$ cat config.mk
export PLATFORM = sky130hd
export DESIGN_NAME = dsp_front_flat
export DESIGN_NICKNAME = d
export VERILOG_FILES = /design/src/hw/rtl/dsp_pkg.sv /design/src/hw/rtl/dsp_if.sv /design/src/hw/rtl/dsp_front.sv /design/src/flat_wrapper.sv
export VERILOG_INCLUDE_DIRS = /design/src /design/src/hw/rtl
export SDC_FILE = /design/constraint.sdc
export NUM_CORES = 1
export LEC_CHECK = 0
export ABC_AREA = 0
export BUFFER_PORTS_ARGS = -buffer_cell sky130_fd_sc_hd__buf_2
export CAP_MARGIN = 20
export CELL_PAD_IN_SITES_DETAIL_PLACEMENT = 1
export CELL_PAD_IN_SITES_GLOBAL_PLACEMENT = 2
export CORE_UTILIZATION = 37
export CTS_CLUSTER_SIZE = 12
export DETAILED_ROUTE_END_ITERATION = 8
export GPL_ROUTABILITY_DRIVEN = 0
export PLACE_DENSITY_LB_ADDON = 0.2
export SLEW_MARGIN = 20
export SYNTH_ARGS = -nofsm -noshare
export SYNTH_HDL_FRONTEND = slang
export SYNTH_SLANG_ARGS = --single-unit
export TNS_END_PERCENT = 10
$ cat constraint.sdc
create_clock -name clock -period 2.1 [get_ports clock]
set_clock_uncertainty 0.1 [all_clocks]
set_input_delay 0.315 -clock clock [delete_from_list [all_inputs] [get_ports clock]]
set_output_delay 0.315 -clock clock [all_outputs]
set_load 0.01 [all_outputs]
$ cat src/hw/rtl/dijkstra_shortest_paths_core_assert.svh
// assertion macros shared by the shortest path core files
`ifndef DIJKSTRA_SHORTEST_PATHS_CORE_ASSERT_SVH
`define DIJKSTRA_SHORTEST_PATHS_CORE_ASSERT_SVH
`ifndef SYNTHESIS
`define DSP_ASSERT(lbl, clk, rst, prop) \
   lbl: assert property (@(posedge clk) disable iff (rst) (prop)) \
      else $error("dsp: assertion failed");
`define DSP_ASSERT_IMPLY(lbl, clk, rst, ante, cons) \
   lbl: assert property (@(posedge clk) disable iff (rst) (ante) |-> (cons)) \
      else $error("dsp: implication failed");
`else
`define DSP_ASSERT(lbl, clk, rst, prop)
`define DSP_ASSERT_IMPLY(lbl, clk, rst, ante, cons)
`endif
`endif

$ cat src/hw/rtl/dsp_pkg.sv
// shared types and constants for the shortest path core
`timescale 1ns / 1ps
package dsp_pkg;
   localparam int ACTION_W = 2;
   localparam int NODE_W   = 4;
   localparam int WEIGHT_W = 16;
   localparam int COST_W   = 20;
   localparam int CFG_W    = 5;

   // largest node space the result fields can describe
   localparam int NODE_LIMIT = 16;

   localparam logic [CFG_W-1:0]  CFG_RESET = 5'd16;
   localparam logic [COST_W-1:0] COST_MAX  = 20'hFFFFF;

   localparam logic [ACTION_W-1:0] ACT_ADD    = 2'd0;
   localparam logic [ACTION_W-1:0] ACT_MODIFY = 2'd1;
   localparam logic [ACTION_W-1:0] ACT_REMOVE = 2'd2;
   localparam logic [ACTION_W-1:0] ACT_RUN    = 2'd3;

   // command queue depth, power of two
   localparam int CMDQ_DEPTH = 2;

   typedef enum logic [2:0] {
      CMD_NOP,
      CMD_ADD,
      CMD_MODIFY,
      CMD_REMOVE,
      CMD_RUN
   } cmd_kind_type;

   typedef struct packed {
      cmd_kind_type        kind;
      logic [NODE_W-1:0]   from_node;
      logic [NODE_W-1:0]   to_node;
      logic [WEIGHT_W-1:0] weight;
      logic [NODE_W-1:0]   source_node;
   } cmd_type;
endpackage

$ cat src/hw/rtl/dsp_if.sv
// request, response and register write channels of the shortest path core
`timescale 1ns / 1ps
interface dsp_req_if
   import dsp_pkg::*;
();
   logic                valid;
   logic                ready;
   logic [ACTION_W-1:0] action;
   logic [NODE_W-1:0]   from_node;
   logic [NODE_W-1:0]   to_node;
   logic [WEIGHT_W-1:0] edge_weight;
   logic [NODE_W-1:0]   source_node;

   modport source (output valid, action, from_node, to_node, edge_weight, source_node,
                   input ready);
   modport sink   (input valid, action, from_node, to_node, edge_weight, source_node,
                   output ready);
endinterface


$ cat src/hw/rtl/dsp_front.sv
// front end: takes request beats, classifies them and queues commands
`timescale 1ns / 1ps
`include "dijkstra_shortest_paths_core_assert.svh"
module dsp_front
   import dsp_pkg::*;
#(
   parameter int NODE_COUNT = 16
) (
   input  logic       clock,
   input  logic       reset,
   dsp_req_if.sink    req,
   output logic       cmd_valid,
   input  logic       cmd_ready,
   output cmd_type    cmd
);
   localparam int QAW = $clog2(CMDQ_DEPTH);

   cmd_type        item;
   logic           in_range;
   logic           push;
   logic           pop;
   cmd_type        q_ff [CMDQ_DEPTH];
   logic [QAW-1:0] wr_ptr_ff, wr_ptr_in;
   logic [QAW-1:0] rd_ptr_ff, rd_ptr_in;
   logic [QAW:0]   count_ff, count_in;

   assign in_range = (int'(req.from_node) < NODE_COUNT) && (int'(req.to_node) < NODE_COUNT);

   always_comb begin
      item.from_node   = req.from_node;
      item.to_node     = req.to_node;
      item.weight      = req.edge_weight;
      item.source_node = req.source_node;
      case (req.action)
         ACT_ADD:    item.kind = in_range ? CMD_ADD : CMD_NOP;
         ACT_MODIFY: item.kind = in_range ? CMD_MODIFY : CMD_NOP;
         ACT_REMOVE: item.kind = in_range ? CMD_REMOVE : CMD_NOP;
         ACT_RUN:    item.kind = CMD_RUN;
         default:    item.kind = CMD_NOP;
      endcase
   end

   assign req.ready = (count_ff != (QAW+1)'(CMDQ_DEPTH));
   assign push      = req.valid && req.ready;
   assign cmd_valid = (count_ff != '0);
   assign cmd       = q_ff[rd_ptr_ff];
   assign pop       = cmd_valid && cmd_ready;

   always_comb begin
      wr_ptr_in = push ? wr_ptr_ff + 1'b1 : wr_ptr_ff;
      rd_ptr_in = pop ? rd_ptr_ff + 1'b1 : rd_ptr_ff;
      count_in  = count_ff;
      if (push && !pop) begin
         count_in = count_ff + 1'b1;
      end else if (pop && !push) begin
         count_in = count_ff - 1'b1;
      end
   end

   always_ff @(posedge clock) begin
      if (reset) begin
         wr_ptr_ff <= '0;
         rd_ptr_ff <= '0;
         count_ff  <= '0;
      end else begin
         wr_ptr_ff <= wr_ptr_in;
         rd_ptr_ff <= rd_ptr_in;
         count_ff  <= count_in;
      end
   end

   always_ff @(posedge clock) begin
      if (push) begin
         q_ff[wr_ptr_ff] <= item;
      end
   end

   `DSP_ASSERT(a_queue_bound, clock, reset, count_ff <= (QAW+1)'(CMDQ_DEPTH))
endmodule

$ cat src/flat_wrapper.sv
// flat-port wrapper written by rule: the top's interface ports become plain ports
module dsp_front_flat import dsp_pkg::*;
#(
   parameter int NODE_COUNT = 16
)
  (clock, reset, cmd_valid, cmd_ready, cmd, req_valid, req_action, req_from_node, req_to_node, req_edge_weight, req_source_node, req_ready);
  dsp_req_if req_i ();
  input  logic clock;
  input  logic reset;
  output logic cmd_valid;
  input  logic cmd_ready;
  output cmd_type cmd;
  input wire logic [$bits(req_i.valid)-1:0] req_valid;
  input wire logic [$bits(req_i.action)-1:0] req_action;
  input wire logic [$bits(req_i.from_node)-1:0] req_from_node;
  input wire logic [$bits(req_i.to_node)-1:0] req_to_node;
  input wire logic [$bits(req_i.edge_weight)-1:0] req_edge_weight;
  input wire logic [$bits(req_i.source_node)-1:0] req_source_node;
  output wire logic [$bits(req_i.ready)-1:0] req_ready;
  assign req_i.valid = req_valid;
  assign req_i.action = req_action;
  assign req_i.from_node = req_from_node;
  assign req_i.to_node = req_to_node;
  assign req_i.edge_weight = req_edge_weight;
  assign req_i.source_node = req_source_node;
  assign req_ready = req_i.ready;
  dsp_front #(.NODE_COUNT(NODE_COUNT)) u_core (.clock(clock), .reset(reset), .req(req_i), .cmd_valid(cmd_valid), .cmd_ready(cmd_ready), .cmd(cmd));
endmodule
=== Yosys cells after proc, flatten, opt, wreduce, memory -nomap -nowiden ===
Memories as Yosys holds them, arrays and structs flattened. A register that Yosys moved wholly into a read port is not among the register bits.
Index checks and enable logic that the tools add are counted.
W data, S select, Z words.

* Flip-flop bits (word level): 4
* Memory bits (writable): 62
* Bits of input ports: 34
* Output and inout port bits: 33
* Logic and storage cells: 28
* Memories kept: 1

* Add/sub/neg operators: 4
* Equal/unequal tests: 4
* Mux-type cells: 7
* Reduce and logical (&&, ||, !) cells: 9

{| class="wikitable"
|+ Memory list
! memory !! depth !! width !! read ports !! clocked after Yosys merged registers in !! wr ports !! line !! source
|-
| u_core.q_ff || 2 || 31 || 1 || 1 || 1 || dsp_front.sv:22 || <nowiki>cmd_type q_ff [CMDQ_DEPTH];</nowiki>
|}

{| class="wikitable"
|+ Operators with widths
! cell !! count
|-
| $pmux W3 S4 || 1
|-
| $eq A2 B2 Y1 const B || 2
|-
| $logic_and A1 B1 Y1 || 4
|-
| $mux W1 || 4
|-
| $mux W2 || 2
|-
| $reduce_bool A2 Y1 || 2
|-
| $add A1 B1 Y1 const B || 2
|-
| $add A2 B1 Y2 const B || 1
|-
| $eq A2 B1 Y1 const B || 1
|-
| $logic_not A1 Y1 || 2
|-
| $logic_not A2 Y1 || 1
|-
| $ne A2 B2 Y1 const B || 1
|-
| $sub A2 B1 Y2 const B || 1
|}

=== Longest topological paths before layout ===
* Depth after elaboration: 6
* Gate-level depth with buffers: 6
* Mapped depth without buffers: 6

=== Least setup slack after synthesis ===
Ideal clock, no wire load.

* Kind: reg-to-reg
* Start: register u_core.count_ff[0]
* End: memory u_core.q_ff[1][0] (netlist name) (enable)
* Library setup time: 0.391 ns
* Arrival: 1.449 ns
* Required time: 1.609 ns
* Slack: 0.160 ns
* Stages on the path, launching flop included: 3
* Buffers on the path: 0
* Clock period less this slack: 1.940 ns
* Cell sequence: dfxtp_1 > nand2b_1 > and3_1

* Longest elaborated chain between the ends: 4

{| class="wikitable"
|+ RTL lines
! element !! line !! source
|-
| from (decl) || dsp_front.sv:25 || <nowiki>logic [QAW:0] count_ff, count_in;</nowiki>
|-
| from (signal assigned) || dsp_front.sv:68 || <nowiki>count_ff <= count_in;</nowiki>
|-
| $ne A2 B2 Y1 || dsp_front.sv:43 || <nowiki>assign req.ready = (count_ff != (QAW+1)'(CMDQ_DEPTH));</nowiki>
|-
| via req_ready || flat_wrapper.sv:19 || <nowiki>output wire logic [$bits(req_i.ready)-1:0] req_ready;</nowiki>
|-
| $logic_and A1 B1 Y1 || dsp_front.sv:44 || <nowiki>assign push = req.valid && req.ready;</nowiki>
|-
| $mux W1 || dsp_front.sv:73 || <nowiki>if (push) begin</nowiki>
|-
| $mux W1 (implied by the code) || dsp_front.sv:74 || <nowiki>q_ff[wr_ptr_ff] <= item;</nowiki>
|-
| to (decl) || dsp_front.sv:22 ||
|}

The timed path passes the listed nets, and every way through them passes these cells.

==> metrics.txt <==
outcome complete, but fails checks; failing checks design-rule violations; register area ~2000 µm²; PortBufs 66; dpl cells 271; synthesized area between 2000 and 2500 µm²; share of layout cells above drive strength 1 0.571; later-pin clock latency in the skew report ~0.33 ns; die height between 80 and 90 µm; first-pass GRT wire length 7440 µm; highest ir drop seen on vdd 0.000532 V; Lkg Pwr 1.23 nW; CTS tree yes; gr ovfl total 0; cells after synthesis 126; initial antenna violation count 0; synthesis-to-layout area growth 27.2%; register bit total from synthesis 67; clk sinks 67; final worst setup slack 0.214 ns; hold_ws between 0.07 and 0.08 ns; leading cell type in the layout, fill and taps excluded buf_2; H-tree depth 3; Clock Tree Buf Depth 2; fin nets 243; Pwr per Cell Area 1200 nW/µm²; syn nets 164; largest net degree at the start of global routing 26; worst path arrival time 1.47 ns; Synth cell types 17; Routed Antenna Nets 0; Seq/Total Area, Yosys 0.785; DRT met1 WL 1810 µm; ant diodes 0; Final HPWL DP 3070 µm; max_cap viols 0; drt drc 8; total wire length 4520 µm; DRT Pass-1 Iters 6; DP Worst Slack 0.376 ns; Via Count 1355; startpoint types flip-flop; Hold WC Path Type input port to flip-flop; total global-route track usage 0.144; Boundary Pins 67; CP required 1.68 ns; # fillers ~640; full die area 7090 µm²; CP Capture Type output port; Syn Area/Cell 19.8 µm²; Slew Viols, Final 0; final cell count without fillers 287; unrepaired setup endpoints after global routing no; Multi-input gate area 512 µm²; cts bufs inserted 9; routed length on met3 243 µm; post-CTS setup buffers 0; critical path type flip-flop to output port; Rows 29; CTS Hold Bufs 0; post-synth top area cell edfxtp_1; via density per instance 4.72; Horiz. Die Dim 84.2 µm; WL/cell around 16 µm; minimum clock period 1.89 ns; synth warn 0; met2 routed WL about 2400 µm; Clock transition at path regs 0.07 ns; initial drt markers 54; Crit Path Max Fanout 21; fin crit share 0.898; Final setup viols 0; Initial Utilization 0.389; Core Box Area between 6000 and 7000 µm²; Synth area leaders edfxtp_1 74%, mux2_2 14%, dfxtp_1 4.0%; Highest Signal Layer met4; Worst Tran Pin Value 0.377 ns; cts repair resizes 0; Slew Limit Headroom 0.746; vias in the first global route 1506; Synth top area share 0.745; Setup TNS 0 ns; Root Buffer clkbuf_8; total power around 3.8 mW; Final Hold Fails 0; most frequent cells in the layout 66 x buf_2, 62 x edfxtp_1, 31 x mux2_2; fmax about 530 MHz
[where the power goes]
group	internal [mW]	leakage, nW	switching, mW	total [mW]
Clock	0.671	0.106	0.472	1.14
Sequential	1.67	0.621	0.0575	1.73
Combinational	0.457	0.502	0.493	0.950
[synthesized netlist by cell type]
| cell type | count |
|---|---|
| nor2_1 | 3 |
| o21ai_0 | 2 |
| and2_1 | 1 |
| mux2_2 | 31 |
| nand2b_1 | 1 |
| or3_1 | 1 |
| xor2_1 | 3 |
| edfxtp_1 | 62 |
| dfxtp_1 | 5 |
| nand3b_1 | 1 |
| or2_2 | 2 |
| inv_1 | 3 |
| a21oi_1 | 2 |
| ha_1 | 4 |
| buf_2 | 3 |
| a21bo_2 | 1 |
| and3_1 | 1 |
[kinds of logic after synthesis]
| family | count (synthesis) | share of synthesized area |
|---|---|---|
| mux | 31 | 0.140 |
| buf+inv | 6 | 0.0105 |
| simple gates | 10 | 0.0225 |
| compound gates | 5 | 0.0120 |
| fa+ha+maj | 4 | 0.0200 |
| flops | 67 | 0.785 |
| xor+xnor | 3 | 0.0105 |
[flip-flops by register name, summed over array words and instances, names as in the netlist, named ones only]
name and count:
u_core.q_ff 62, u_core.count_ff 2, u_core.rd_ptr_ff 1, u_core.wr_ptr_ff 1
[stage by stage]
step / utilization / area [µm²]
floorplan: - / 2500
global placement: 0.461 / 2960
detailed placement: 0.461 / 2960
CTS: 0.495 / 3180
global route: 0.495 / 3180
finish: 0.495 / 3180
[layer usage]
| metal | GRT usage | up-vias |
|---|---|---|
| li1 | - | 640 |
| met4 | 0.0799 | 0 |
| met2 | 0.253 | 40 |
| met5 | 0 | - |
| met3 | 0.0403 | 9 |
| met1 | 0.156 | 666 |
[critical path, cell delays in order, from the launching register on]
cell and delay (ns):
dfxtp_1 0.33, buf_4 0.30, mux2_2 0.38, buf_2 0.14
[path summary, 6_finish.rpt]
kind	startpoint	to	slack, ns	depth (start not counted)
max	flip-flop	cmd[20]	0.21	3
min	req_edge_weight[1]	u_core.q_ff[0][5]	0.07	1
min reg2reg	u_core.count_ff[1]	u_core.count_ff[1]	0.43	2
max reg2reg	u_core.count_ff[0]	u_core.count_ff[1]	0.36	6
[layout make-up]
class                           instances  share of cell area
Clock buffer                           10              0.0401
Multi-Input combinational cell         53               0.161
Sequential cell                        67               0.617
Inverter                                3             0.00354
Tap cell                               77              0.0303
Timing Repair Buffer                   71               0.120
Clock inverter                          6              0.0283
No activity file was read; power rests on OpenSTA's default activity.
